`config.mk`:
```
export PLATFORM = sky130hd
export DESIGN_NAME = aabb_ram
export DESIGN_NICKNAME = d
export VERILOG_FILES = /design/src/rtl/aabb_ram.sv
export SDC_FILE = /design/constraint.sdc
export NUM_CORES = 1
export LEC_CHECK = 0
export ABC_CLOCK_PERIOD_IN_PS = 3790
export BUFFER_PORTS_ARGS = -buffer_cell sky130_fd_sc_hd__buf_4
export CAP_MARGIN = 10
export CELL_PAD_IN_SITES_DETAIL_PLACEMENT = 1
export CELL_PAD_IN_SITES_GLOBAL_PLACEMENT = 2
export CORE_UTILIZATION = 44
export CTS_CLUSTER_DIAMETER = 200
export CTS_CLUSTER_SIZE = 28
export DETAILED_ROUTE_END_ITERATION = 8
export GPL_ROUTABILITY_DRIVEN = 0
export PLACE_DENSITY = 0.75
export SETUP_SLACK_MARGIN = 0.02
export SYNTH_ARGS = -nofsm -noshare
export SYNTH_HDL_FRONTEND = slang
export SYNTH_SLANG_ARGS = --single-unit
```
`constraint.sdc`:
```
create_clock -name clk -period 3.79 [get_ports clk]
set_input_delay 0.379 -clock clk [delete_from_list [all_inputs] [get_ports clk]]
set_output_delay 0.379 -clock clk [all_outputs]
set_load 0.01 [all_outputs]
```
`src/rtl/aabb_ram.sv`:
```
// aabb_ram: generic single write port, single read port ram
// read data registered; no dependencies
module aabb_ram #(
  parameter int W     = 8,
  parameter int DEPTH = 16
) (
  input  logic                                   clk,
  input  logic                                   we,
  input  logic [((DEPTH > 1) ? $clog2(DEPTH) : 1)-1:0] waddr,
  input  logic [W-1:0]                           wdata,
  input  logic                                   re,
  input  logic [((DEPTH > 1) ? $clog2(DEPTH) : 1)-1:0] raddr,
  output logic [W-1:0]                           rdata
);
  logic [W-1:0] mem [DEPTH];

  always_ff @(posedge clk) begin
    if (we) begin
      mem[waddr] <= wdata;
    end
    if (re) begin
      rdata <= mem[raddr];
    end
  end
endmodule

```
==> impl_results.md, run 1 <==
- Layout Nets: roughly 290
- Register area share after synthesis: 78.12%
- Initial antenna violation count: 0
- Syn avg cell area: about 23 µm²
- Wire per inst: 24.70 µm
- CTS Buf Count: 17
- Number of fill cells in the layout: ~1000
- WS Path Type: in2reg
- DIE AREA: 12320 µm²
- Data arrival time of the worst path: roughly 1900 ps
- Place WS: about 1600 ps
- Area delta synth->final: 18.09%
- Worst Skew: around 5.4 ps
- Worst skew pair latency: between 400 and 500 ps
- Grt met2 use: a little under a third
- Vias post-DR: around 2400
- Most frequent cells in the layout: edfxtp_1, buf_4, mux4_2
- DRT iter0 DRCs: 191
- Synthesized instance count: approximately 230
- Buffers on Ports: 26
- Hold/Removal Path Class: in2reg
- Setup slack after layout: a little over 2000 ps
- Total track usage: a little under a fifth
- Gr ovfl total: 0
- Max Slew Vio Count: 0
- Hold path endpoint: mem[12][2]
- CTS H-tree lvls: 4
- Final setup TNS: 0 ps
- Antenna cells: 0
- Met3 Usage GRT: between 5 and 6%
- Leak: around 2 nW
- TritonRoute pass-1 iters: 6
- RSZ-0062 raised after global routing: no
- Startpoint types: input port
- Post-Route WL: around 10000 µm
- Largest net degree at the start of global routing: 33
- Max-slew headroom: a little under a third
- Starting density of the core: between 40% and 50%
- Clk buf depth: 2
- Sink Count: 136
- Reg-to-reg startpoint: mem[10][1]
- Grt met1 use: about a quarter
- Mapped Nets: approximately 250
- Number of nets with antenna violations after routing: 0
- Setup Viol. Count Final: 0
- Fin crit period: 1755 ps
- CTS root buf: clkbuf_16
- Hold Path Cell Cnt: 1
- First-pass GRT wire length: around 16000 µm
- Synth unique cells: 18
- Die height: between 100 and 150 µm
- Core ar.: between 10000 and 15000 µm²
- Vias per cell: about 5.6
- Crit. End Element: flop
- Number of max-cap violations: 0
- Vias in the first global route: 2589
- #FFs+latches synth: 136
- Final hold vios: 0
- Clock transition at path regs: around 60 ps
- TritonCTS clock tree: done
- Post-Syn Area: roughly 5200 µm²
- Reg2reg path depth: 3
- Worst path required time: about 3900 ps
- Fmax achieved: ~570 MHz
- # IOs: 27
- Outcome: finished with violations
- Layout cell share with drive strength beyond 1: 27.96%
- GR peak layer: met2
- Die X: around 110 µm
- Post-CTS resize count: 0
- Hold Path Origin: wdata[2]
- Buffer count from post-CTS setup fixing: 0
- Synth warnings: 0
- Worst slew pin tran: about 1000 ps
- Max VDD drop: approximately 0.29 mV
- Crit path max fanout: 32
- Number of hold buffers added after cts: 0
- Site Rows: 39
- Commonest non-fill, non-tap cell in the layout: edfxtp_1
- Pwr dens: 584.6 nW/µm²
- Worst flop-to-flop path endpoint: rdata[1]
- R2R setup slack: approximately 2200 ps
- DRC viols: 8
- Half-perimeter wire length after detailed placement: between 6000 and 7000 µm
- Failing checks: DRC
- Period utilization: 46.31%
## metal layers
metal | part of all wire (%) | vias up
met5 | 0 | -
met4 | 1.0 | 0
met3 | 4.8 | 9
met2 | 50 | 67
met1 | 44 | 1249
li1 | - | 1054
## synthesized netlist by cell type
master / count / area, µm²
nand3b_1: 2 / 15.01
mux4_2: 18 / 405.4
buf_2: 3 / 15.01
nor3_1: 4 / 20.02
nand2_1: 9 / 33.78
nor2_1: 13 / 48.80
mux4_1: 14 / 367.9
a22oi_1: 16 / 120.1
buf_6: 3 / 33.78
clkdlybuf4s25_2: 3 / 30.03
buf_4: 1 / 7.510
or3b_2: 1 / 8.760
nor2b_1: 1 / 6.260
edfxtp_1: 136 / 4084
and2b_1: 1 / 7.510
nand3_1: 1 / 5.000
and2_1: 1 / 6.260
nand2b_1: 2 / 12.51
## registers in the layout, summed over array words and instances (netlist names)
| name | cells |
|---|---|
| mem | 128 |
| rdata | 8 |
## power breakdown
group | internal [W] | leakage [nW] | switching (W) | total [W]
Sequential | 0.00170 | 1.24 | 0.0000104 | 0.00171
Combinational | 0.0000678 | 0.508 | 0.0000895 | 0.000157
Clock | 0.00115 | 0.301 | 0.000591 | 0.00175
## critical path, stage by stage
cell and delay (ps):
buf_4 460, mux4_1 650, a22oi_1 260, nand2_1 110
## kinds of logic (layout without fill, tap and decap cells)
family / after synthesis / count (layout) / synth area share [%]
multiplexers: 32 / 32 / 14.79
AND/OR/NAND/NOR: 35 / 35 / 3.136
AO/OA/AOI/OAI: 16 / 16 / 2.298
flip-flops: 136 / 136 / 78.12
buffers and inverters: 10 / 60 / 1.651
## stage by stage
stage | power (W) | instances | area, µm² | util (%) | hold slack, ps
6_report | 0.003609 | 422 | 6173 | 53.61 | 271.8
5_1_grt | 0.003703 | 422 | 6173 | 53.61 | 273.5
4_1_cts | 0.003628 | 422 | 6173 | 53.61 | 259.1
3_5_place_dp | 0.001896 | 390 | 5540 | 48.11 | 695.6
3_3_place_gp | 0.001890 | 390 | 5540 | 48.11 | 679.0
2_1_floorplan | 0.001822 | 229 | 5228 | - | 477.9
## worst max path at each step
stage	slack, ps	startpoint	cells after the start	to
after floorplan	1920	waddr[2]	2	mem[0][0]
after global placement	1640	raddr[0]	4	rdata[6]
after detailed placement	1620	raddr[0]	4	rdata[1]
after CTS	2020	raddr[0]	4	rdata[1]
after global routing	1910	raddr[0]	4	rdata[1]
final	2030	raddr[0]	4	rdata[1]
## cell type report
cell class | count | area, µm² | area share (%)
timing repair buffer | 28 | 210.2 | 3.405
clock buffer | 17 | 425.4 | 6.891
multi-input combinational | 83 | 1067 | 17.29
clock inverter | 15 | 207.7 | 3.364
tap | 143 | 178.9 | 2.898
sequential | 136 | 4084 | 66.15
Power figures use the tool's default switching activity.
==> inputs of run 2 (changes only) <==
--- a/config.mk
+++ b/config.mk
@@ -5,7 +5,7 @@
 export SDC_FILE = /design/constraint.sdc
 export NUM_CORES = 1
 export LEC_CHECK = 0
-export ABC_CLOCK_PERIOD_IN_PS = 3790
+export ABC_CLOCK_PERIOD_IN_PS = 1700
 export BUFFER_PORTS_ARGS = -buffer_cell sky130_fd_sc_hd__buf_4
 export CAP_MARGIN = 10
 export CELL_PAD_IN_SITES_DETAIL_PLACEMENT = 1
==> constraint.sdc (replaced) <==
create_clock -name clk -period 1.7 [get_ports clk]
set_input_delay 0.17 -clock clk [delete_from_list [all_inputs] [get_ports clk]]
set_output_delay 0.17 -clock clk [all_outputs]
set_load 0.01 [all_outputs]
==> run 2 against run 1 <==
Effect of this change:
- the run still ends with DRC left
- count of clock-buffer cells in the layout unchanged
- design area grew 3.4%
- sequential share of layout area fell by 2.2 points
- register-to-register slack worse by 2100 ps
- routed wire length is 0.52% higher
- sequential power increased by 120%
- first-iteration DRC count down 16%
- power rose by 130%
- via count is 3.1% higher
- utilization rose by 1.8 points
- hold slack got worse by 210 ps
- setup slack lost 1900 ps
- largest cell class unchanged
==> impl_results.md, run 2 (same netlist as run 1, synthesis figures left out) <==
- Most frequent cells in the layout: edfxtp_1, buf_4, mux4_2
- Number of max-cap violations: 0
- DRT iter0 DRCs: roughly 160
- Crit. End Element: flop
- Clk buf depth: 2
- Post-CTS resize count: 0
- Vias in the first global route: roughly 2700
- Die X: 111 µm
- DIE AREA: roughly 12000 µm²
- # IOs: 27
- TritonCTS clock tree: done
- Largest Register: mem
- Starting density of the core: 45.39%
- First-pass GRT wire length: between 15000 and 20000 µm
- TritonRoute pass-1 iters: 7
- Failing checks: DRC
- Max-slew headroom: between 70% and 80%
- Outcome: finished with violations
- Vias post-DR: 2452
- CP cell instances: mux4_2 > a22oi_1 > nand2_1
- Final hold vios: 0
- Max Slew Vio Count: 0
- Core ar.: 11520 µm²
- Area delta synth->final: 22.09%
- Largest net degree at the start of global routing: 17
- CTS root buf: clkbuf_16
- Post-Route WL: approximately 10000 µm
- Leak: around 2.2 nW
- Vias per cell: 5.535
- Layout cell share with drive strength beyond 1: about a third
- Worst Skew: just under 6 ps
- CP max stage cell: mux4_2
- Setup Viol. Count Final: 0
- Design Power: slightly above 0.008 W
- Buffers on Ports: 26
- Crit-path max cell delay: between 400 and 500 ps
- Cell family with most CP delay: multiplexers
- Antenna cells: 0
- Number of nets with antenna violations after routing: 0
- Period utilization: 90.02%
- Final setup TNS: 0 ps
- Max VDD drop: roughly 0.64 mV
- Hold/Removal Path Class: in2reg
- Top flop regs: mem (128), rdata (8)
- WS Path Type: reg2reg
- Clock transition at path regs: around 60 ps
- Total track usage: between 10% and 20%
- Max FFs per register: 128
- Crit path max fanout: 1
- Buffer count from post-CTS setup fixing: 0
- DRC viols: 8
- WP buf/inv: 0
- Fin crit period: between 1500 and 2000 ps
- CTS H-tree lvls: 4
- Pwr dens: between 1000 and 1500 nW/µm²
- Half-perimeter wire length after detailed placement: 6675 µm
- Commonest non-fill, non-tap cell in the layout: edfxtp_1
- Non-filler cells, final: roughly 440
- Worst skew pair latency: ~410 ps
- Worst path required time: 1840 ps
- Die height: between 100 and 150 µm
- Layout Nets: 306
- Initial antenna violation count: 0
- Data arrival time of the worst path: about 1700 ps
- Worst slew pin tran: approximately 430 ps
- Fmax achieved: ~650 MHz
- RSZ-0062 raised after global routing: no
- Hold WS: 63.03 ps
- Number of hold buffers added after cts: 0
- Sink Count: roughly 140
- Wire per inst: between 20 and 25 µm
- Gr ovfl total: 0
- Site Rows: 39
- Startpoint types: flop
- Placed cells: roughly 400
- CTS Buf Count: 17
- Final core utilization: around 55%
==> run 2: path summary, 6_finish.rpt <==
check	startpoint	to	slack, ps	cells past startpoint
min	wdata[5]	mem[1][5]	60	1
max	mem[9][6]	rdata[6]	170	3
min reg2reg	mem[7][3]	rdata[3]	750	3
max reg2reg	mem[9][6]	rdata[6]	170	3
==> run 2: area by class of cell <==
| class | instances | area, µm² |
|---|---|---|
| timing repair buffer | 49 | 405.4 |
| clock inverter | 15 | 231.5 |
| tap | 143 | 178.9 |
| clock buffer | 17 | 425.4 |
| fill | 983 | 5134 |
| multi-input combinational | 83 | 1057 |
| sequential | 136 | 4084 |
==> run 2: per-stage QoR <==
step	setup slack (ps)	area, µm²
2_1_floorplan	37.13	5228
3_5_place_dp	-92.82	5725
6_report	169.7	6382
5_1_grt	85.11	6382
4_1_cts	100.8	6382
3_3_place_gp	-60.73	5725
==> run 2: layer usage <==
| metal | share of wire, % | GRT usage [%] |
|---|---|---|
| met5 | 0 | 0 |
| met4 | 0.98 | 7.397 |
| met3 | 3.6 | 3.991 |
| met2 | 51 | 31.49 |
| met1 | 44 | 24.25 |
==> run 2: power breakdown <==
group          switching (W)  leakage, nW  internal (W)
Sequential         0.0000223         1.24       0.00378
Clock                0.00130        0.319       0.00273
Combinational       0.000202        0.629      0.000178
Total                0.00153         2.18       0.00668
==> run 2: worst reg2reg max path, stage by stage, from the launching register on <==
cell,delay (ps)
edfxtp_1,380
mux4_2,470
a22oi_1,320
nand2_1,100
