**src/rtl/aabb_pkg.sv**
```systemverilog
// aabb_pkg: operation codes, box record layout and datapath widths
// shared by the collision world top level and its divider
// no dependencies
package aabb_pkg;

  localparam logic [2:0] KIND_ADD     = 3'd0;
  localparam logic [2:0] KIND_CLEAR   = 3'd1;
  localparam logic [2:0] KIND_MOVE    = 3'd2;
  localparam logic [2:0] KIND_OVERLAP = 3'd3;
  localparam logic [2:0] KIND_RAY     = 3'd4;

  localparam logic [1:0] AXIS_X = 2'd0;
  localparam logic [1:0] AXIS_Y = 2'd1;
  localparam logic [1:0] AXIS_Z = 2'd2;

  localparam int POS_W  = 32;
  localparam int HALF_W = 31;
  // slab numerator: (bound - origin) scaled by 2^16
  localparam int NUM_W  = 51;
  localparam int DEN_W  = 32;

  typedef struct packed {
    logic signed [POS_W-1:0] cx;
    logic signed [POS_W-1:0] cy;
    logic signed [POS_W-1:0] cz;
    logic [HALF_W-1:0]       hx;
    logic [HALF_W-1:0]       hy;
    logic [HALF_W-1:0]       hz;
  } box_t;

  localparam int BOX_W = $bits(box_t);

endpackage

```
**src/rtl/aabb_div.sv**
```systemverilog
// aabb_div: iterative signed divider, one quotient bit per cycle,
// quotient truncated toward zero; depends on aabb_pkg widths
module aabb_div (
  input  logic                                 clk,
  input  logic                                 rst,
  input  logic                                 start,
  input  logic signed [aabb_pkg::NUM_W-1:0]    num,
  input  logic signed [aabb_pkg::DEN_W-1:0]    den,
  output logic                                 done,
  output logic signed [aabb_pkg::NUM_W-1:0]    quo
);
  import aabb_pkg::*;

  localparam int MAG_W = NUM_W - 1;
  localparam int CNT_W = $clog2(MAG_W + 1);

  logic [MAG_W-1:0]   dvd;
  logic [DEN_W-1:0]   rem;
  logic [DEN_W-1:0]   dmag;
  logic               neg;
  logic               run;
  logic [CNT_W-1:0]   cnt;
  logic [DEN_W:0]     trial;
  logic               qbit;
  logic [MAG_W-1:0]   dvd_next;
  logic [DEN_W-1:0]   rem_next;
  logic [NUM_W-1:0]   num_abs;
  logic [DEN_W-1:0]   den_abs;

  always_comb begin
    num_abs  = num[NUM_W-1] ? NUM_W'(-num) : NUM_W'(num);
    den_abs  = den[DEN_W-1] ? DEN_W'(-den) : DEN_W'(den);
    trial    = {rem, dvd[MAG_W-1]};
    qbit     = (trial >= {1'b0, dmag});
    rem_next = qbit ? DEN_W'(trial - {1'b0, dmag}) : trial[DEN_W-1:0];
    dvd_next = {dvd[MAG_W-2:0], qbit};
  end

  always_ff @(posedge clk) begin
    if (rst) begin
      run  <= 1'b0;
      done <= 1'b0;
      cnt  <= '0;
    end else begin
      done <= 1'b0;
      if (start) begin
        run  <= 1'b1;
        cnt  <= '0;
        dvd  <= num_abs[MAG_W-1:0];
        rem  <= '0;
        dmag <= den_abs;
        neg  <= num[NUM_W-1] ^ den[DEN_W-1];
      end else if (run) begin
        dvd <= dvd_next;
        rem <= rem_next;
        cnt <= cnt + 1'b1;
        if (cnt == CNT_W'(MAG_W - 1)) begin
          run  <= 1'b0;
          done <= 1'b1;
          quo  <= neg ? -$signed({1'b0, dvd_next}) : $signed({1'b0, dvd_next});
        end
      end
    end
  end
endmodule

```
**config.mk**
```make
export PLATFORM = sky130hd
export DESIGN_NAME = aabb_div
export DESIGN_NICKNAME = d
export VERILOG_FILES = /design/src/rtl/aabb_pkg.sv /design/src/rtl/aabb_div.sv
export SDC_FILE = /design/constraint.sdc
export NUM_CORES = 1
export LEC_CHECK = 0
export CAP_MARGIN = 20
export CORE_MARGIN = 2
export CORE_UTILIZATION = 35
export CTS_CLUSTER_DIAMETER = 120
export CTS_CLUSTER_SIZE = 20
export DETAILED_ROUTE_END_ITERATION = 12
export DONT_BUFFER_PORTS = 1
export GPL_TIMING_DRIVEN = 0
export SYNTH_ARGS = -nofsm -noshare
export SYNTH_HDL_FRONTEND = slang
export SYNTH_SLANG_ARGS = --single-unit
```
**constraint.sdc**
```tcl
create_clock -name clk -period 13.4 [get_ports clk]
set_clock_uncertainty 0.2 [all_clocks]
set_input_delay 0.67 -clock clk [delete_from_list [all_inputs] [get_ports clk]]
set_output_delay 0.67 -clock clk [all_outputs]
set_load 0.02 [all_outputs]
```
==> impl_metrics.json, run 1 <==
{
  "vias_per_cell": 5.45,
  "syn-instance-count": 1100,
  "cts_hold_buf": 0,
  "drive_gt1_share_pct": 5.97,
  "n_antenna_cell": 0,
  "critPathArrivalTime_ps": 6950,
  "maxCapViolations": 0,
  "hpwl_um": 21700,
  "dieArea_um2": 33000,
  "wl_met2_um": 13000,
  "globalplace.congestion": 0.876,
  "endpoint_kind": "flip-flop",
  "cts.sinks": 174,
  "clk_pin_slew_ps": 80,
  "fmax_mhz": 144,
  "layout.nets": 1250,
  "via_count": 8392,
  "synth_area_leaders": "edfxtp_1 45%, xnor2_1 7.7%, a21oi_1 4.3%",
  "path_buf_inv": 4,
  "synth.top_cell.area_share_pct": 45.2,
  "io_pins": 138,
  "placed_area_um2": 11700,
  "placed_cells": 1509,
  "total_power_mw": 1.48,
  "synth.largest_area_cell": "edfxtp_1",
  "async_flop_share_pct": 0,
  "layout_commonest_cell": "edfxtp_1",
  "cp_cell_sequence": "ha_1 > clkbuf_1 > a21o_1 > a311oi_1 > nand3_1 > o21ai_1 > o211ai_1 > inv_2 > clkbuf_1 > ha_1 > or4b_4 > or2_1 > or4_4 > nand2b_4 > or3_1 > or3_1 > buf_6 > o31a_1",
  "whs_ps": 104,
  "synth_edf_count": 166,
  "totalWireLength_um": 28600,
  "critPathMaxStageDelay_ps": 560,
  "period_share_pct": 51.9,
  "start_util_pct": 35.2,
  "syn_nets": 1224,
  "gr-total-overflow": 0,
  "slowest_stage": "or4_4",
  "power.density_nw_per_um2": 121,
  "critPathMaxFanout": 10,
  "h-tree-depth": 4,
  "synthToLayoutAreaGrowth_pct": 10.9,
  "grt_use_total_pct": 17.7,
  "drt_iter0_markers": 725,
  "highest_layer": "met4",
  "grt_pass1_wl_um": 45300,
  "final_cell_mix": "166 x edfxtp_1, 97 x xnor2_1, 96 x nand2_1",
  "synth_flop_cell": "edfxtp_1",
  "wl_met1_um": 13500,
  "die_y_um": 182,
  "period_needed_ps": 6950,
  "max_slew_margin_pct": 29.2,
  "stdcell_count": 1541,
  "synth-seq-cells": 174,
  "port_buffers": 0,
  "insertion_delay_ps": 460,
  "firstDrtPassIters": 7,
  "grt_max_degree": 33,
  "ant_nets": 0,
  "p_leak_nw": 4.09,
  "synth_cell_types": 59,
  "synth_warnings": 0,
  "seq_area_frac_synth_pct": 46.6,
  "cts_tree": "yes",
  "syn-cell-area_um2": 11000,
  "fp.dieW_um": 182,
  "fin_area_um2": 12200,
  "final_max_slew_viol_count": 0,
  "dr_wl_met3_um": 1550,
  "min_path_type": "in -> reg",
  "core_area_um2": 31300,
  "regArea_um2": 5140,
  "numCtsBuffers": 17,
  "antenna_found_initial": 0,
  "syn_area_per_cell_um2": 10.0,
  "setup_violations": 0,
  "grt_pass1_vias": 7987,
  "rsz0062_at_grt": "no",
  "fin_tns_setup_ps": 0,
  "num_rows": 65,
  "post_drt_wl_per_cell_um": 18.6,
  "ir_drop_v": 0.0000907,
  "post_cts_buffers": 0,
  "path_class": "reg -> reg",
  "ctsResizeCount": 0,
  "cp.required_ps": 13400,
  "multi_input_area_um2": 5540,
  "status": "finished, final reports clean",
  "drc": 0,
  "tightest_slew_ps": 1060,
  "cts_root_buf": "clkbuf_16",
  "fill_cells": 3053,
  "clockBufferDepth": 2,
  "cpLargestDelayFamily": "simple AND/OR/NAND/NOR gates",
  "worstSetupStartpointType": "flip-flop",
  "finalHoldViolations": 0
}
-- synthesized netlist by cell type, types with 5 or more instances --
| cell | count |
|---|---|
| nand2b_1 | 9 |
| ha_1 | 37 |
| o21bai_1 | 7 |
| dfxtp_1 | 8 |
| mux2_2 | 12 |
| or4_1 | 21 |
| buf_1 | 5 |
| o31ai_1 | 39 |
| nor4_1 | 7 |
| nand3_1 | 18 |
| xnor2_1 | 97 |
| or3_1 | 33 |
| nor3_1 | 21 |
| o211ai_1 | 7 |
| o21a_1 | 13 |
| nand4_1 | 8 |
| xor2_1 | 53 |
| clkbuf_1 | 42 |
| inv_1 | 47 |
| o21ai_0 | 64 |
| nor2_1 | 89 |
| nand2_1 | 96 |
| a21o_1 | 9 |
| or2_2 | 5 |
| edfxtp_1 | 166 |
| a21oi_1 | 94 |
| o41ai_1 | 20 |
| a211oi_1 | 14 |
-- metrics by stage --
stage | setup WS [ps] | utilization, %
after global placement | 5500 | 36.8
after CTS | 6480 | 39.1
final | 6450 | 39.1
after floorplan | 7750 | -
after detailed placement | 6550 | 37.3
after global routing | 6010 | 39.1
-- sequential cells by signal (all words and copies together), names as in the netlist --
register  cells
rem          32
quo          51
cnt           6
dvd          50
done          1
run           1
dmag         32
neg           1
-- routing by layer --
layer,vias to the layer above,global-route usage (%)
met5,-,0
met3,29,3.77
li1,4124,-
met1,3989,24.6
met4,0,5.98
met2,250,27.4
-- report_power, final --
part	internal (mW)	leakage (nW)	switching [mW]
clock network	0.260	0.270	0.233
logic	0.130	2.21	0.193
registers	0.643	1.62	0.0236
-- layout make-up --
| type | count | area share (%) |
|---|---|---|
| Timing Repair Buffer | 7 | 0.890 |
| Clock inverter | 13 | 1.10 |
| Buffer | 48 | 1.53 |
| Multi-Input combinational cell | 830 | 45.3 |
| Tap cell | 402 | 4.11 |
| Inverter | 48 | 1.47 |
| Sequential cell | 174 | 42.1 |
| Clock buffer | 19 | 3.54 |
-- logic make-up after synthesis --
logic type	count (synthesis)	share of synthesized area [%]
compound gates	295	17.4
buf+inv	96	3.33
mux	14	1.41
flops	174	46.6
simple gates	333	15.0
xor+xnor	150	11.9
fa+ha+maj	38	4.38
-- path summary, 6_finish.rpt --
check           from  endpoint  slack, ps  depth (start not counted)
max          rem[15]   quo[50]       6450                         18
min           den[0]   dmag[0]        100                          0
max reg2reg  rem[15]   quo[50]       6450                         18
min reg2reg   cnt[5]    cnt[5]        290                          2
-- worst reg2reg max path, stage by stage, from the launching register on --
cell      delay [ps]
edfxtp_1         430
ha_1             300
clkbuf_1         210
a21o_1           270
a311oi_1         470
nand3_1          170
o21ai_1          380
o211ai_1         330
inv_2            290
clkbuf_1         530
ha_1             320
or4b_4           520
or2_1            280
or4_4            560
nand2b_4         190
or3_1            410
or3_1            360
buf_6            170
o31a_1           300
No activity file was read; power rests on OpenSTA's default activity.
==> run 2: changes to the inputs <==
==> constraint.sdc (replaced) <==
create_clock -name clk -period 6.45 [get_ports clk]
set_clock_uncertainty 0.2 [all_clocks]
set_input_delay 0.3225 -clock clk [delete_from_list [all_inputs] [get_ports clk]]
set_output_delay 0.3225 -clock clk [all_outputs]
set_load 0.02 [all_outputs]
==> run 2 against run 1 <==
Sequential cell count did not move. Highest routed layer unchanged. Sequential power rose by 110%. Cell count rose by 5.1%. Sequential share of layout area fell by 2.6 points. Worst hold slack got worse by 78 ps. First-iteration DRC count rose by 19%. Maximum frequency rose by 14%.
==> impl_metrics.json, run 2 (synthesis results as in run 1) <==
{
  "grt_use_total_pct": 18.7,
  "top_regs": "quo x51, dvd x50",
  "numCtsBuffers": 17,
  "drt_iter0_markers": 860,
  "p_sw_uw": 957,
  "utilization_pct": 41.7,
  "fp.dieW_um": 182,
  "ant_nets": 0,
  "post_drt_wl_per_cell_um": 18.8,
  "min_path_type": "in -> reg",
  "p_clk_share_pct": 32.7,
  "totalWireLength_um": 30400,
  "clk_pin_slew_ps": 70,
  "cpLargestDelayFamily": "simple AND/OR/NAND/NOR gates",
  "cts.sinks": 174,
  "cts_tree": "yes",
  "largest_reg_flops": 51,
  "critPathMaxFanout": 19,
  "start_util_pct": 35.2,
  "gr-total-overflow": 0,
  "total_power_mw": 3.14,
  "port_buffers": 0,
  "fin_area_um2": 13000,
  "n_antenna_cell": 0,
  "core_area_um2": 31300,
  "maxCapViolations": 0,
  "synthToLayoutAreaGrowth_pct": 18.2,
  "endpoint_kind": "flip-flop",
  "rsz0062_at_grt": "no",
  "insertion_delay_ps": 460,
  "period_needed_ps": 6120,
  "power.density_nw_per_um2": 241,
  "grt_max_degree": 33,
  "ir_drop_v": 0.000187,
  "fmax_mhz": 163,
  "cp.required_ps": 6450,
  "cp_cell_sequence": "ha_1 > clkbuf_1 > a21o_1 > o21bai_1 > a21oi_1 > o21ai_0 > o21ai_2 > o211ai_1 > clkinv_4 > ha_1 > or4b_4 > or2_1 > or4_4 > nand2b_4 > or3_1 > or3_1 > buf_6 > o31a_1",
  "final_cell_mix": "166 x edfxtp_1, 97 x xnor2_1, 96 x nand2_1",
  "pwr-share-comb_pct": 23.2,
  "layout.nets": 1329,
  "setup_violations": 0,
  "via_count": 8871,
  "worstSetupStartpointType": "flip-flop",
  "firstDrtPassIters": 5,
  "placed_area_um2": 11700,
  "post_cts_buffers": 0,
  "drc": 0,
  "tightest_slew_ps": 1060,
  "path_class": "reg -> reg",
  "dieArea_um2": 33000,
  "vias_per_cell": 5.48,
  "hpwl_um": 21700,
  "critPathArrivalTime_ps": 6130,
  "max_slew_margin_pct": 29.3,
  "grt_pass1_wl_um": 47800,
  "globalplace.congestion": 0.876,
  "p_seq_share_pct": 44.1,
  "layout_commonest_cell": "edfxtp_1",
  "p_leak_nw": 4.43,
  "regMostFlops": "quo",
  "clockBufferDepth": 2,
  "antenna_found_initial": 0,
  "period_share_pct": 94.9,
  "grt_pass1_vias": 8583,
  "die_y_um": 182,
  "cts_root_buf": "clkbuf_16",
  "num_rows": 65,
  "p_int_mw": 2.18,
  "fin_tns_setup_ps": 0,
  "status": "finished, final reports clean",
  "fill_cells": 2957,
  "p_sw_share_pct": 30.5,
  "placed_cells": 1509,
  "finalHoldViolations": 0,
  "critPathMaxStageDelay_ps": 560,
  "slowest_stage": "or4_4",
  "drive_gt1_share_pct": 5.75,
  "io_pins": 138,
  "path_buf_inv": 3,
  "h-tree-depth": 4,
  "final_max_slew_viol_count": 0,
  "stdcell_count": 1620
}
==> run 2: final timing paths <==
| path | depth (start not counted) | slack [ps] | from | endpoint |
|---|---|---|---|---|
| worst min register to register | 2 | 290 | cnt[5] | cnt[5] |
| worst min-delay path | 2 | 30 | den[27] | dmag[28] |
| worst max register to register | 18 | 330 | rem[15] | quo[50] |
| worst max-delay path | 18 | 330 | rem[15] | quo[50] |
==> run 2: routing by layer <==
layer  routed length [µm]  global-route usage [%]
met1                13500                    24.9
met2                14100                    29.7
met3                 2280                    5.13
met4                  505                    6.05
met5                    0                       0
==> run 2: area by class of cell <==
class                           count  area, µm²  share of cell area [%]
Clock inverter                     13        135                    1.04
Buffer                             47        184                    1.41
Inverter                           48        185                    1.42
Tap cell                          402        503                    3.86
Sequential cell                   174       5140                    39.4
Multi-Input combinational cell    830       5550                    42.5
Clock buffer                       19        433                    3.32
Timing Repair Buffer               87        910                    6.97
==> run 2: worst reg2reg max path: stages (launching register included) <==
cell and delay [ps]:
edfxtp_1 420, ha_1 300, clkbuf_1 210, a21o_1 270, o21bai_1 190, a21oi_1 290, o21ai_0 200, o21ai_2 170
o211ai_1 310, clkinv_4 270, ha_1 230, or4b_4 520, or2_1 280, or4_4 560, nand2b_4 190, or3_1 410
or3_1 370, buf_6 170, o31a_1 310
==> run 2: power by group through the flow <==
stage                     sequential, mW  combinational (mW)  clock [mW]
final                               1.39               0.728        1.03
after global routing                1.39               0.814        1.08
after CTS                           1.38               0.720        1.05
after detailed placement            1.41               0.668           0
after global placement              1.41               0.654           0
after floorplan                     1.40               0.514           0
==> run 2: repair_timing <==
action	CTS	global route
resized for setup	1	3
endpoints found under the setup margin	7	7
hold buffers	80	0
hold endpoints to repair	92	0
pin swaps	0	1
==> run 2: metrics by stage <==
step                      hold slack, ps  setup WS [ps]
final                               25.7            326
after global routing                40.1           6.66
after CTS                           1.45           71.3
after detailed placement             222           -396
after global placement               222          -1110
after floorplan                      221            796
==> run 3: changes to the inputs <==
--- a/config.mk
+++ b/config.mk
@@ -7,7 +7,7 @@
 export LEC_CHECK = 0
 export CAP_MARGIN = 20
 export CORE_MARGIN = 2
-export CORE_UTILIZATION = 35
+export CORE_UTILIZATION = 50
 export CTS_CLUSTER_DIAMETER = 120
 export CTS_CLUSTER_SIZE = 20
 export DETAILED_ROUTE_END_ITERATION = 12
==> constraint.sdc (replaced) <==
create_clock -name clk -period 6.45 [get_ports clk]
set_clock_uncertainty 0.2 [all_clocks]
set_input_delay 0.3225 -clock clk [delete_from_list [all_inputs] [get_ports clk]]
set_output_delay 0.3225 -clock clk [all_outputs]
set_load 0.1 [all_outputs]
==> run 3 against run 2 <==
Clock power about the same. Critical path depth grew 2. Die area is 29% lower. Cell count shrank 8.5%. Core utilization rose by 17 points.
==> impl_metrics.json, run 3 (synthesis results as in run 1) <==
{
  "status": "finished, final reports clean",
  "cts_tree": "yes",
  "period_share_pct": 95.0,
  "ant_nets": 0,
  "antenna_found_initial": 0,
  "layout_commonest_cell": "edfxtp_1",
  "max_slew_margin_pct": 28.8,
  "hold_depth": 2,
  "drive_gt1_share_pct": 5.99,
  "n_antenna_cell": 0,
  "grt_use_total_pct": 25.1,
  "globalplace.congestion": 0.879,
  "slowest_stage": "or4_4",
  "r2r_slack_ps": 320,
  "start_util_pct": 50.7,
  "worstReg2RegStart": "dmag[16]",
  "fmax_mhz": 163,
  "maxCapViolations": 0,
  "fill_cells": 1874,
  "setup_violations": 0,
  "cts_root_buf": "clkbuf_16",
  "reg2reg_depth": 20,
  "firstDrtPassIters": 5,
  "grt_max_degree": 35,
  "grt_pass1_wl_um": 46200,
  "final_max_slew_viol_count": 0,
  "cts.sinks": 174,
  "cpLargestDelayFamily": "simple AND/OR/NAND/NOR gates",
  "die_y_um": 153,
  "insertion_delay_ps": 430,
  "layout.nets": 1313,
  "via_count": 8781,
  "worstSetupStartpointType": "flip-flop",
  "min_path_type": "in -> reg",
  "r2r-end": "quo[48]",
  "tightest_slew_ps": 1070,
  "critPathMaxFanout": 19,
  "critPathLaunch": "dmag[16]",
  "drt_iter0_markers": 558,
  "period_needed_ps": 6130,
  "whs_ps": 6.77,
  "regArea_um2": 5140,
  "post_cts_buffers": 0,
  "totalWireLength_um": 29200,
  "vias_per_cell": 5.93,
  "cp.required_ps": 6430,
  "hpwl_um": 21200,
  "drc": 0,
  "critPathMaxStageDelay_ps": 570,
  "path_class": "reg -> reg",
  "top_regs": "quo x51, dvd x50",
  "cp_cell_sequence": "inv_1 > ha_1 > clkbuf_1 > a21o_1 > o21bai_1 > a21oi_1 > o21ai_0 > o21ai_2 > o211ai_1 > clkinv_4 > ha_1 > or4b_4 > or2_1 > or4_4 > nand2b_4 > or3_1 > or3_1 > buf_6 > o31ai_4 > xnor2_1",
  "p_leak_nw": 4.37,
  "critPathArrivalTime_ps": 6110,
  "h-tree-depth": 4,
  "synthToLayoutAreaGrowth_pct": 15.4,
  "dieArea_um2": 23300,
  "largest_reg_flops": 51,
  "path_buf_inv": 4,
  "grt_pass1_vias": 8402,
  "critical_path_depth": 20,
  "post_drt_wl_per_cell_um": 19.7,
  "gr-total-overflow": 0,
  "final_cell_mix": "166 x edfxtp_1, 97 x xnor2_1, 96 x nand2_1",
  "total_power_mw": 3.14,
  "port_buffers": 0,
  "fp.dieW_um": 153,
  "regMostFlops": "quo",
  "core_area_um2": 21800,
  "multi_input_area_um2": 5550,
  "clk_pin_slew_ps": 70,
  "power.density_nw_per_um2": 247,
  "numCtsBuffers": 17,
  "ir_drop_v": 0.000200,
  "num_rows": 54,
  "endpoint_kind": "flip-flop",
  "clockBufferDepth": 2,
  "pre_cts_ws_ps": -457,
  "finalHoldViolations": 0,
  "io_pins": 138,
  "fin_ws_ps": 320,
  "crit_end": "quo[48]"
}
-- run 3: changes by cell type in the layout (fill, tap and decap cells not counted) --
cell | previous run | this run
clkinvlp_4 | 2 | 3
clkinv_1 | 2 | 1
dlygate4sd3_1 | 80 | 64
buf_8 | 1 | 0
inv_8 | 2 | 5
buf_6 | 4 | 5
clkinv_4 | 4 | 2
clkinv_8 | 1 | 0
clkbuf_1 | 43 | 42
inv_6 | 2 | 3
-- run 3: how the worst min path moves through the flow --
stage,endpoint,startpoint
final,dvd[1],num[1]
after global routing,dvd[9],num[9]
after CTS,dvd[15],num[15]
after detailed placement,dmag[0],den[0]
after global placement,dmag[0],den[0]
after floorplan,dmag[0],den[0]
-- run 3: final cells by class --
type / instances / share of cell area [%]
sequential: 174 / 40.4
tap: 280 / 2.75
timing repair buffer: 71 / 5.86
multi-input combinational: 830 / 43.6
clock buffer: 18 / 3.37
clock inverter: 14 / 1.16
inverter: 48 / 1.45
buffer: 47 / 1.44
-- run 3: through the flow --
step	cells	cell area, µm²	setup TNS [ps]	util (%)
floorplan	1100	11000	0	-
global placement	1380	11400	-111260	52.3
detailed placement	1387	11500	-2530	52.9
CTS	1482	12700	0	58.5
global route	1482	12700	-3.81	58.5
finish	1482	12700	0	58.5
-- run 3: timing repair --
action                     in CTS  in global routing
pin swaps                       0                  1
setup endpoints to repair       7                  6
gates resized for setup         2                  2
hold buffers                   64                  0
hold endpoints to repair       67                  0
-- run 3: worst register-to-register path: cells and delay by family (launching register included) --
| kind | cells | cell delay [ps] |
|---|---|---|
| compound gates | 7 | 1610 |
| xor+xnor | 1 | 120 |
| fa+ha+maj | 2 | 440 |
| buf+inv | 4 | 720 |
| flops | 1 | 460 |
| simple gates | 6 | 2300 |
-- run 3: per-layer routing --
metal  track usage [%]  part of all wire (%)
met5                 0                     0
met3              4.86                   6.5
met1              37.4                    48
met2              37.4                    44
met4              7.23                   1.5
-- run 3: power breakdown --
group	internal (mW)	switching (mW)	total, mW	leakage (nW)
combinational	0.299	0.417	0.716	2.48
clock	0.548	0.487	1.04	0.275
sequential	1.34	0.0532	1.39	1.62
